==> src/design/led_matrix_number_pattern_core_defines.svh <==
// ----------------------------------------------------------------------------
// led_matrix_number_pattern_core_defines
// Assertion macros shared by the number pattern core.
// ----------------------------------------------------------------------------
`ifndef LED_MATRIX_NUMBER_PATTERN_CORE_DEFINES_SVH
`define LED_MATRIX_NUMBER_PATTERN_CORE_DEFINES_SVH

// Plain clocked check, off during reset.
`define LMNP_ASSERT(label, expr, msg) \
   label: assert property (@(posedge clock) disable iff (reset) (expr)) else $error(msg);

// Clocked implication, off during reset.
`define LMNP_ASSERT_IMPL(label, ante, cons, msg) \
   label: assert property (@(posedge clock) disable iff (reset) (ante) |-> (cons)) \
      else $error(msg);

`endif

==> src/design/lmnp_pkg.sv <==
// ----------------------------------------------------------------------------
// lmnp_pkg
// Constants and font tables for the LED matrix number pattern core.
// ----------------------------------------------------------------------------
`timescale 1ns / 1ps
`default_nettype none

package lmnp_pkg;

   localparam int ValueWidth = 16;
   localparam int MagWidth   = 11;
   localparam int RestWidth  = 10;
   localparam int RemWidth   = 7;
   localparam int DigitWidth = 4;
   localparam int RowWidth   = 8;
   localparam int RowCount   = 8;

   localparam logic signed [ValueWidth-1:0] SatHigh = 16'sd1999;
   localparam logic signed [ValueWidth-1:0] SatLow  = -16'sd1999;
   localparam logic [MagWidth-1:0]          SatMag  = 11'd1999;
   localparam logic [MagWidth-1:0]          Thousand = 11'd1000;

   // rest * 41 >> 12 equals rest / 100 for rest below 1000
   localparam logic [5:0]  HundRecip = 6'd41;
   localparam int          HundShift = 12;
   // rem * 205 >> 11 equals rem / 10 for rem below 100
   localparam logic [7:0]  TensRecip = 8'd205;
   localparam int          TensShift = 11;

   typedef logic [DigitWidth-1:0] digit_type;
   typedef logic [RowWidth-1:0]   row_type;

   // Five font lines of three bits each, line 0 in the lowest bits.
   function automatic logic [14:0] digit_font(input digit_type d);
      logic [14:0] f;
      unique case (d)
         4'd0:    f = {3'h7, 3'h5, 3'h5, 3'h5, 3'h7};
         4'd1:    f = {3'h4, 3'h4, 3'h4, 3'h4, 3'h4};
         4'd2:    f = {3'h7, 3'h1, 3'h7, 3'h4, 3'h7};
         4'd3:    f = {3'h7, 3'h4, 3'h7, 3'h4, 3'h7};
         4'd4:    f = {3'h4, 3'h4, 3'h7, 3'h5, 3'h5};
         4'd5:    f = {3'h7, 3'h4, 3'h7, 3'h1, 3'h7};
         4'd6:    f = {3'h7, 3'h5, 3'h7, 3'h1, 3'h7};
         4'd7:    f = {3'h4, 3'h4, 3'h4, 3'h4, 3'h7};
         4'd8:    f = {3'h7, 3'h5, 3'h7, 3'h5, 3'h7};
         4'd9:    f = {3'h7, 3'h4, 3'h7, 3'h5, 3'h7};
         default: f = '0;
      endcase
      return f;
   endfunction

   // Bar graph bytes, row 6 in the low byte and row 7 in the high byte.
   function automatic logic [15:0] bar_rows(input digit_type d);
      logic [15:0] b;
      unique case (d)
         4'd0:    b = {8'h00, 8'h00};
         4'd1:    b = {8'h40, 8'h00};
         4'd2:    b = {8'h60, 8'h40};
         4'd3:    b = {8'h70, 8'h60};
         4'd4:    b = {8'h78, 8'h70};
         4'd5:    b = {8'h7c, 8'h78};
         4'd6:    b = {8'h7e, 8'h7c};
         4'd7:    b = {8'h7f, 8'h7e};
         4'd8:    b = {8'hff, 8'h7f};
         4'd9:    b = {8'hff, 8'hff};
         default: b = '0;
      endcase
      return b;
   endfunction

endpackage

`default_nettype wire

==> src/design/led_matrix_number_pattern_core.sv <==
// ----------------------------------------------------------------------------
// led_matrix_number_pattern_core
// Turns a signed number into the eight row bytes of an 8x8 LED matrix image.
// ----------------------------------------------------------------------------
// The core takes one number per clock when not stalled and returns its
// image through a five-stage pipeline: saturate to +/-1999, strip the
// thousands, split off the hundreds digit, split tens and units, then
// look up the font and bar graph into the output register. Each stage
// holds its item while the stage after it is full and stalled, so
// backpressure on rsp_tready ripples back to req_tready in the same cycle
// and the pipeline still accepts an item whenever any stage has room.
`timescale 1ns / 1ps
`default_nettype none

`include "led_matrix_number_pattern_core_defines.svh"

module led_matrix_number_pattern_core (
   input  wire logic        clock,
   input  wire logic        reset,
   input  wire logic        req_tvalid,
   output logic             req_tready,
   input  wire logic [15:0] req_tdata,   // value [15:0]
   output logic             rsp_tvalid,
   input  wire logic        rsp_tready,
   output logic [63:0]      rsp_tdata    // row0 [7:0] up to row7 [63:56]
);

   // stage valid bits
   logic v1_ff, v2_ff, v3_ff, v4_ff, v5_ff;
   logic rdy1, rdy2, rdy3, rdy4, rdy5;

   // stage 1: sign and saturated magnitude
   logic                                 neg1_ff,  neg1_in;
   logic [lmnp_pkg::MagWidth-1:0]        mag1_ff,  mag1_in;
   // stage 2: thousands flag and remainder below 1000
   logic                                 neg2_ff;
   logic                                 thou2_ff, thou2_in;
   logic [lmnp_pkg::RestWidth-1:0]       rest2_ff, rest2_in;
   // stage 3: hundreds digit and remainder below 100
   logic                                 neg3_ff, thou3_ff;
   lmnp_pkg::digit_type                  hund3_ff, hund3_in;
   logic [lmnp_pkg::RemWidth-1:0]        rem3_ff,  rem3_in;
   // stage 4: tens and units
   logic                                 neg4_ff, thou4_ff;
   lmnp_pkg::digit_type                  hund4_ff;
   lmnp_pkg::digit_type                  tens4_ff, tens4_in;
   lmnp_pkg::digit_type                  unit4_ff, unit4_in;
   // stage 5: output image
   logic [63:0]                          img5_ff,  img5_in;

   logic signed [lmnp_pkg::ValueWidth-1:0] value;
   logic signed [lmnp_pkg::ValueWidth-1:0] value_neg;
   logic [15:0]                          hund_prod;
   logic [14:0]                          tens_prod;
   logic [14:0]                          hfont, tfont;
   logic [15:0]                          bars;

   assign rdy5 = !v5_ff || rsp_tready;
   assign rdy4 = !v4_ff || rdy5;
   assign rdy3 = !v3_ff || rdy4;
   assign rdy2 = !v2_ff || rdy3;
   assign rdy1 = !v1_ff || rdy2;

   assign req_tready = rdy1;
   assign rsp_tvalid = v5_ff;
   assign rsp_tdata  = img5_ff;

   always_comb begin
      value     = signed'(req_tdata);
      value_neg = -value;
      neg1_in   = value[lmnp_pkg::ValueWidth-1];
      if (value > lmnp_pkg::SatHigh) begin
         mag1_in = lmnp_pkg::SatMag;
      end else if (value < lmnp_pkg::SatLow) begin
         mag1_in = lmnp_pkg::SatMag;
      end else if (neg1_in) begin
         mag1_in = value_neg[lmnp_pkg::MagWidth-1:0];
      end else begin
         mag1_in = value[lmnp_pkg::MagWidth-1:0];
      end
   end

   always_comb begin
      thou2_in = mag1_ff >= lmnp_pkg::Thousand;
      if (thou2_in) begin
         rest2_in = lmnp_pkg::RestWidth'(mag1_ff - lmnp_pkg::Thousand);
      end else begin
         rest2_in = mag1_ff[lmnp_pkg::RestWidth-1:0];
      end
   end

   always_comb begin
      hund_prod = 16'(rest2_ff) * 16'(lmnp_pkg::HundRecip);
      hund3_in  = hund_prod[lmnp_pkg::HundShift +: lmnp_pkg::DigitWidth];
      rem3_in   = lmnp_pkg::RemWidth'(rest2_ff - 10'(hund3_in) * 10'd100);
   end

   always_comb begin
      tens_prod = 15'(rem3_ff) * 15'(lmnp_pkg::TensRecip);
      tens4_in  = tens_prod[lmnp_pkg::TensShift +: lmnp_pkg::DigitWidth];
      unit4_in  = lmnp_pkg::DigitWidth'(rem3_ff - 7'(tens4_in) * 7'd10);
   end

   always_comb begin
      hfont   = lmnp_pkg::digit_font(hund4_ff);
      tfont   = lmnp_pkg::digit_font(tens4_ff);
      bars    = lmnp_pkg::bar_rows(unit4_ff);
      img5_in = {bars,
                 {thou4_ff, 7'h00},
                 {1'b0, tfont[14:12], 1'b0, hfont[14:12]},
                 {1'b0, tfont[11:9],  1'b0, hfont[11:9]},
                 {neg4_ff, tfont[8:6], 1'b0, hfont[8:6]},
                 {1'b0, tfont[5:3],   1'b0, hfont[5:3]},
                 {1'b0, tfont[2:0],   1'b0, hfont[2:0]}};
   end

   always_ff @(posedge clock) begin
      if (reset) begin
         v1_ff <= 1'b0;
         v2_ff <= 1'b0;
         v3_ff <= 1'b0;
         v4_ff <= 1'b0;
         v5_ff <= 1'b0;
      end else begin
         if (rdy1) v1_ff <= req_tvalid;
         if (rdy2) v2_ff <= v1_ff;
         if (rdy3) v3_ff <= v2_ff;
         if (rdy4) v4_ff <= v3_ff;
         if (rdy5) v5_ff <= v4_ff;
      end
   end

   // payload advances with its stage, no reset
   always_ff @(posedge clock) begin
      if (rdy1) begin
         neg1_ff <= neg1_in;
         mag1_ff <= mag1_in;
      end
      if (rdy2) begin
         neg2_ff  <= neg1_ff;
         thou2_ff <= thou2_in;
         rest2_ff <= rest2_in;
      end
      if (rdy3) begin
         neg3_ff  <= neg2_ff;
         thou3_ff <= thou2_ff;
         hund3_ff <= hund3_in;
         rem3_ff  <= rem3_in;
      end
      if (rdy4) begin
         neg4_ff  <= neg3_ff;
         thou4_ff <= thou3_ff;
         hund4_ff <= hund3_ff;
         tens4_ff <= tens4_in;
         unit4_ff <= unit4_in;
      end
      if (rdy5) begin
         img5_ff <= img5_in;
      end
   end

   `LMNP_ASSERT_IMPL(a_mag_sat, v1_ff, mag1_ff <= lmnp_pkg::SatMag, "magnitude above limit")
   `LMNP_ASSERT_IMPL(a_hund_rng, v3_ff, hund3_ff <= 4'd9 && rem3_ff <= 7'd99, "bad hundreds split")
   `LMNP_ASSERT_IMPL(a_tens_rng, v4_ff, tens4_ff <= 4'd9 && unit4_ff <= 4'd9, "bad tens split")
   `LMNP_ASSERT(a_empty_ready, v5_ff || req_tready, "empty output stage but input stalled")

endmodule

`default_nettype wire
==> config.mk <==
export PLATFORM = sky130hd
export DESIGN_NAME = led_matrix_number_pattern_core
export DESIGN_NICKNAME = d
export VERILOG_FILES = /design/src/design/lmnp_pkg.sv /design/src/design/led_matrix_number_pattern_core.sv
export VERILOG_INCLUDE_DIRS = /design/src /design/src/design
export SDC_FILE = /design/constraint.sdc
export NUM_CORES = 1
export LEC_CHECK = 0
export CAP_MARGIN = 25
export CORE_MARGIN = 1
export CORE_UTILIZATION = 40
export DETAILED_ROUTE_END_ITERATION = 10
export DONT_BUFFER_PORTS = 1
export HOLD_SLACK_MARGIN = 0.02
export PLACE_DENSITY = 0.53
export SETUP_SLACK_MARGIN = 0.3
export SYNTH_ARGS = -nofsm -noshare
export SYNTH_HDL_FRONTEND = slang
export SYNTH_SLANG_ARGS = --single-unit
==> constraint.sdc <==
create_clock -name clock -period 5.6 [get_ports clock]
set_clock_uncertainty 0.1 [all_clocks]
set_input_delay 0.56 -clock clock [delete_from_list [all_inputs] [get_ports clock]]
set_output_delay 0.56 -clock clock [all_outputs]
set_load 0.005 [all_outputs]
Word-level counts from Yosys, hierarchy flattened
Memories as Yosys holds them, arrays and structs flattened. A register that Yosys moved wholly into a read port is not among the register bits.
Index checks and enable logic that the tools add are counted.
{"block": "op_classes", "add_sub_neg": 4, "muxes": 2, "order_cmp": 3, "reduce_logical": 11, "mul": 4}
{"op": "$gt 16x12->1 const B", "count": 1}
{"op": "$lt 16x12->1 const B", "count": 1}
{"op": "$mul 10x6->16 const B", "count": 1}
{"op": "$mul 7x8->15 const B", "count": 1}
{"op": "$ge 11x10->1 const B", "count": 1}
{"op": "$mux 11", "count": 1}
{"op": "$neg 11->11", "count": 1}
{"op": "$mux 10", "count": 1}
{"op": "$sub 10x10->10 const B", "count": 1}
{"op": "$sub 7x7->7", "count": 1}
{"op": "$logic_not 1->1", "count": 5}
{"op": "$logic_or 1x1->1", "count": 5}
{"op": "$mul 4x5->5 const B", "count": 1}
{"op": "$mul 4x3->3 const B", "count": 1}
{"op": "$sub 4x4->4", "count": 1}
{"op": "$reduce_or 2->1", "count": 1}
{"block": "word_totals", "inputBits": 20, "ff_bits": 104, "memories": 3, "mem_bits_ro": 672}
{"memory": "(no name shown)", "depth": 16, "width": 16, "read_ports": 1, "rd_clocked_by_memory_dff": 1, "wr": 0, "line": "lmnp_pkg.sv:55", "source": "unique case (d)"}
{"memory": "(no name shown)", "depth": 16, "width": 13, "read_ports": 1, "rd_clocked_by_memory_dff": 1, "wr": 0, "line": "lmnp_pkg.sv:36", "source": "unique case (d)"}
{"memory": "(no name shown)", "depth": 16, "width": 13, "read_ports": 1, "rd_clocked_by_memory_dff": 1, "wr": 0, "line": "lmnp_pkg.sv:36"}

Logic depth before layout (Yosys ltp)
{"block": "depth", "ltp_word": 6, "mapped_depth": 17, "mapped_depth_nobuf": 17}

Least setup slack after synthesis
OpenSTA, ideal clock, no wires.
{"block": "synth_path", "path_type": "register -> register", "from": "register rest2_ff[4] (netlist bit)", "to": "register rem3_ff[6] (netlist bit), data pin", "setup_time_ns": 0.269, "required_ns": 5.231, "arrival_ns": 3.960, "path_stages_with_launch": 18, "setup_slack_ns": 1.271, "cell_sequence": "edfxtp_1 > ha_1 > fa_1 > ha_1 > ha_1 > a21oi_1 > o221ai_1 > a221oi_1 > o21bai_1 > a21oi_1 > xnor2_1 > ha_1 > inv_1 > ha_1 > a21oi_1 > xnor2_1 > xnor2_1 > xnor2_1"}
{"block": "synth_via", "elab_chain_len": 3}
{"item": "start, declared", "line": "led_matrix_number_pattern_core.sv:38", "source": "logic [lmnp_pkg::RestWidth-1:0] rest2_ff, rest2_in;"}
{"item": "start signal, assigned", "line": "led_matrix_number_pattern_core.sv:142", "source": "rest2_ff <= rest2_in;"}
{"item": "$mul 10x6->16", "line": "led_matrix_number_pattern_core.sv:93", "source": "hund_prod = 16'(rest2_ff) * 16'(lmnp_pkg::HundRecip);"}
{"item": "via hund_prod[15]", "line": "led_matrix_number_pattern_core.sv:53", "source": "logic [15:0] hund_prod;"}
{"item": "$mul 4x5->5", "line": "led_matrix_number_pattern_core.sv:95", "source": "rem3_in = lmnp_pkg::RemWidth'(rest2_ff - 10'(hund3_in) * 10'd100);"}
{"item": "$sub 7x7->7", "line": "led_matrix_number_pattern_core.sv:95"}
{"item": "via rem3_in, one bit", "line": "led_matrix_number_pattern_core.sv:42", "source": "logic [lmnp_pkg::RemWidth-1:0] rem3_ff, rem3_in;"}
{"item": "end signal, assigned", "line": "led_matrix_number_pattern_core.sv:148", "source": "rem3_ff <= rem3_in;"}
{"item": "end, declared", "line": "led_matrix_number_pattern_core.sv:42"}
The timed path passes the listed nets, and every way through them passes these cells.
A chain may end at the register's enable or synchronous reset.

Worst setup path after layout
Ends and elaborated chain as after synthesis.

==> impl_metrics.py <==
metrics = {
    "routing": {
        "viasPerCell": 4.817,
        "post_drt_wl_per_cell_um": 13.18,
        "postRouteAntennaNets": 0,
        "vias": 3059,
        "routed_wl_mm": 8.367,
        "drt_iter0_drc": 185,
        "route.detailed.drc": 0,
        "first_pass_iters": 4,
    },
    "timing": {
        "fmax_ghz": 0.2085,
        "worstMarginPinSlew_ns": 0.6788,
        "setup_viol": 0,
        "min_period_ns": 4.796,
        "setup_tns_ns": 0,
        "rsz0062_at_grt": "no",
        "hold_violations": 0,
        "finalCritPeriodShare_pct": 85.65,
        "slew_headroom_pct": 54.36,
        "slew_violations": 0,
        "hold_ws_ns": 0.1779,
    },
    "die": {
        "dieArea_sq_um": 14270,
        "initial_core_util_pct": 41.34,
        "io_pins": 86,
        "placementRows": 42,
        "die_w_um": 119.5,
        "coreArea_sq_um": 13350,
        "die_h_um": 119.5,
    },
    "cts": {
        "cts_sinks": 87,
        "clockBufferDepth": 2,
        "numCtsBuffers": 9,
        "clock-root-buffer": "clkbuf_16",
        "post-cts-setup-buffer-count": 0,
        "clkTransAtPathRegs_ns": 0.07,
        "htreeDepth": 3,
        "insertion_delay_ns": 0.34,
        "cts_resized": 0,
        "holdBufCountCts": 0,
        "tritoncts": "built",
    },
    "power": {
        "p_seq_share_pct": 30.5,
        "peakVddDrop_mv": 0.3322,
        "p_total_w": 0.004161,
        "pwr-share-comb_pct": 56.1,
        "power.share.clock_pct": 13.4,
        "power.switching_w": 0.001591,
        "p_sw_share_pct": 38.22,
        "pwr_density_cell_nw_per_um2": 712.8,
        "p_leak_nw": 2.504,
        "intPower_w": 0.002571,
    },
    "layout": {
        "final_layout_size_suffix_gt1_share_pct": 4.793,
        "nFillCells": 1255,
        "antenna_cells": 0,
        "nNetsFinal": 574,
        "fin_util_pct": 43.74,
        "area_growth_pct": 5.805,
    },
    "flow_run": {
        "maxCapViolCount": 0,
    },
    "logic_synthesis": {
        "synth_compound_area_share_pct": 7.098,
        "syn_area_sq_um": 5518,
        "yosysTopAreaCellShare_pct": 44.63,
        "avgSynthCellArea_sq_um": 11.97,
        "yosysUniqueCellTypes": 45,
        "yosysMostFrequentCell": "ha_1",
        "async_reset_ff_share_pct": 0,
        "synth-adder-area-share_pct": 24.58,
        "ys_seq_elements": 87,
        "synthCells": 461,
        "synth_enable_flop_cells": 82,
        "synth_top_family_by_area": "adder cells",
        "seq_area_frac_synth_pct": 46.44,
        "ys.warnings.count": 0,
        "synth_area_leaders": "edfxtp_1 (45%), ha_1 (20%), fa_1 (5.1%), buf_4 (4.5%), xnor2_1 (4.0%)",
        "synth_flop_cell": "edfxtp_1",
        "yosys.area_share.simple_pct": 6.531,
        "yosys.area.top_type": "edfxtp_1",
        "yosys.area_share.xor_xnor_pct": 5.805,
        "ys_top_cells_by_count": "ha_1 (86), edfxtp_1 (82), inv_1 (58)",
        "synthMuxAreaShare_pct": 0.3628,
    },
    "placement": {
        "gp_congestion": 0.8780,
        "port-buffer-count": 0,
        "hpwl_mm": 6.704,
    },
    "setup_path": {
        "crit_fanout": 4,
        "cp_cell_sequence": "ha_1 -> fa_1 -> ha_1 -> ha_1 -> a21oi_1 -> o221ai_1 -> a221oi_1 -> o21bai_1 -> a21oi_1 -> xnor2_1 -> ha_1 -> inv_1 -> ha_1 -> a21oi_1 -> xnor2_1 -> xnor2_1 -> xnor2_1",
        "cp-end-kind": "register",
        "worstSetupPathType": "reg2reg",
        "crit_top_cell": "ha_1",
        "crit_path_top_delay_cell": "edfxtp_1",
        "path_buf_inv": 1,
        "cp-start-kind": "register",
        "path_delay_family": "adder cells",
        "slowest_delay_ns": 0.48,
        "cp.required_ns": 5.58,
        "critPathArrivalTime_ns": 4.77,
    },
    "global_routing": {
        "grt_overflow": 0,
        "antenna_found_initial": 0,
        "grt_usage_pct": 12.84,
        "grt_pass1_vias": 3084,
        "grt_start_max_net_pins": 32,
        "grt_pass1_wl_mm": 14.38,
    },
    "status": {
        "outcome": "finished, final reports clean",
    },
    "min_path": {
        "hold_class": "in2reg",
    },
}
[power groups by stage]
stage	sequential (W)	combinational [W]	clock, W
after global routing	0.00130	0.00274	0.000595
after global placement	0.00127	0.00228	0
after floorplan	0.00121	0.00198	0
after detailed placement	0.00129	0.00236	0
after CTS	0.00127	0.00238	0.000578
final	0.00127	0.00233	0.000559
[layout make-up]
class / instances / area (sq um) / area share (%)
repair buffers: 2 / 32.53 / 0.5572
flip-flops and latches: 87 / 2562 / 43.89
clock inverters: 6 / 52.55 / 0.9001
inverters: 58 / 217.7 / 3.729
well taps: 176 / 220.2 / 3.772
multi-input cells: 296 / 2524 / 43.23
clock buffers: 10 / 229.0 / 3.922
[sequential cells by signal, summed over array words and instances (netlist names), 4 cells and up]
register and count:
tens4_ff 4, unit4_ff 4, mag1_ff 11, hund3_ff 4, rem3_ff 7, hund4_ff 4, rsp_tdata 31, rest2_ff 10
[through the flow]
stage	setup WS, ns	cells	area [sq um]
global placement	0.8050	617	5524
CTS	0.7477	634	5811
floorplan	1.271	480	5589
global route	0.5000	635	5838
detailed placement	0.7672	618	5529
finish	0.8039	635	5838
[worst reg2reg max path, cell delays in order (launching register included)]
cell and delay (ns):
edfxtp_1 0.48, ha_1 0.36, fa_1 0.47, ha_1 0.32, ha_1 0.31, a21oi_1 0.17, o221ai_1 0.19, a221oi_1 0.47
o21bai_1 0.16, a21oi_1 0.20, xnor2_1 0.17, ha_1 0.27, inv_1 0.05, ha_1 0.25, a21oi_1 0.17, xnor2_1 0.15
xnor2_1 0.16, xnor2_1 0.09
[layout by cell type, fill, tap and decap left out, types with 2 or more instances in the layout]
cell type and instances:
ha_1 86, edfxtp_1 82, inv_1 58, nand2_1 28, a21oi_1 27, xnor2_1 25
conb_1 20, nor2_1 16, fa_1 14, o21ai_0 12, xor2_1 9, clkbuf_16 9
nand3_1 7, o22ai_1 6, dfxtp_1 5, nand4_1 4, nand2b_1 4, nor2b_1 3
a21o_1 3, o31ai_1 3, and4_1 2, o21bai_1 2, nor3_1 2, o211ai_1 2
o21a_1 2, mux2i_1 2, inv_6 2, clkinvlp_4 2
[layer usage]
| layer | vias to the layer above | wire (um) | track usage [%] |
|---|---|---|---|
| met5 | - | 0 | 0 |
| met4 | 0 | 165 | 4.688 |
| met3 | 17 | 307 | 3.784 |
| met2 | 63 | 4077 | 20.59 |
| met1 | 1438 | 3816 | 16.33 |
| li1 | 1541 | - | - |
[cells by family (layout without fill, tap and decap cells)]
kind of cell | Yosys count | count (layout)
DFF | 87 | 87
AOI/OAI and AO/OA | 65 | 65
xor gates and xnor gates | 35 | 35
adders and majority gates | 100 | 100
other | 1 | 20
buffers and inverters | 97 | 76
and+or+nand+nor | 74 | 74
muxes | 2 | 2
[worst paths after layout]
path	startpoint	slack, ns	endpoint	cells past startpoint
max reg2reg	rest2_ff[4]	0.80	rem3_ff[6]	17
min reg2reg	hund3_ff[2]	0.32	hund4_ff[2]	0
min	reset	0.18	v1_ff	1
max	rest2_ff[4]	0.80	rem3_ff[6]	17
Note: power is estimated with default switching activity, not from simulation.
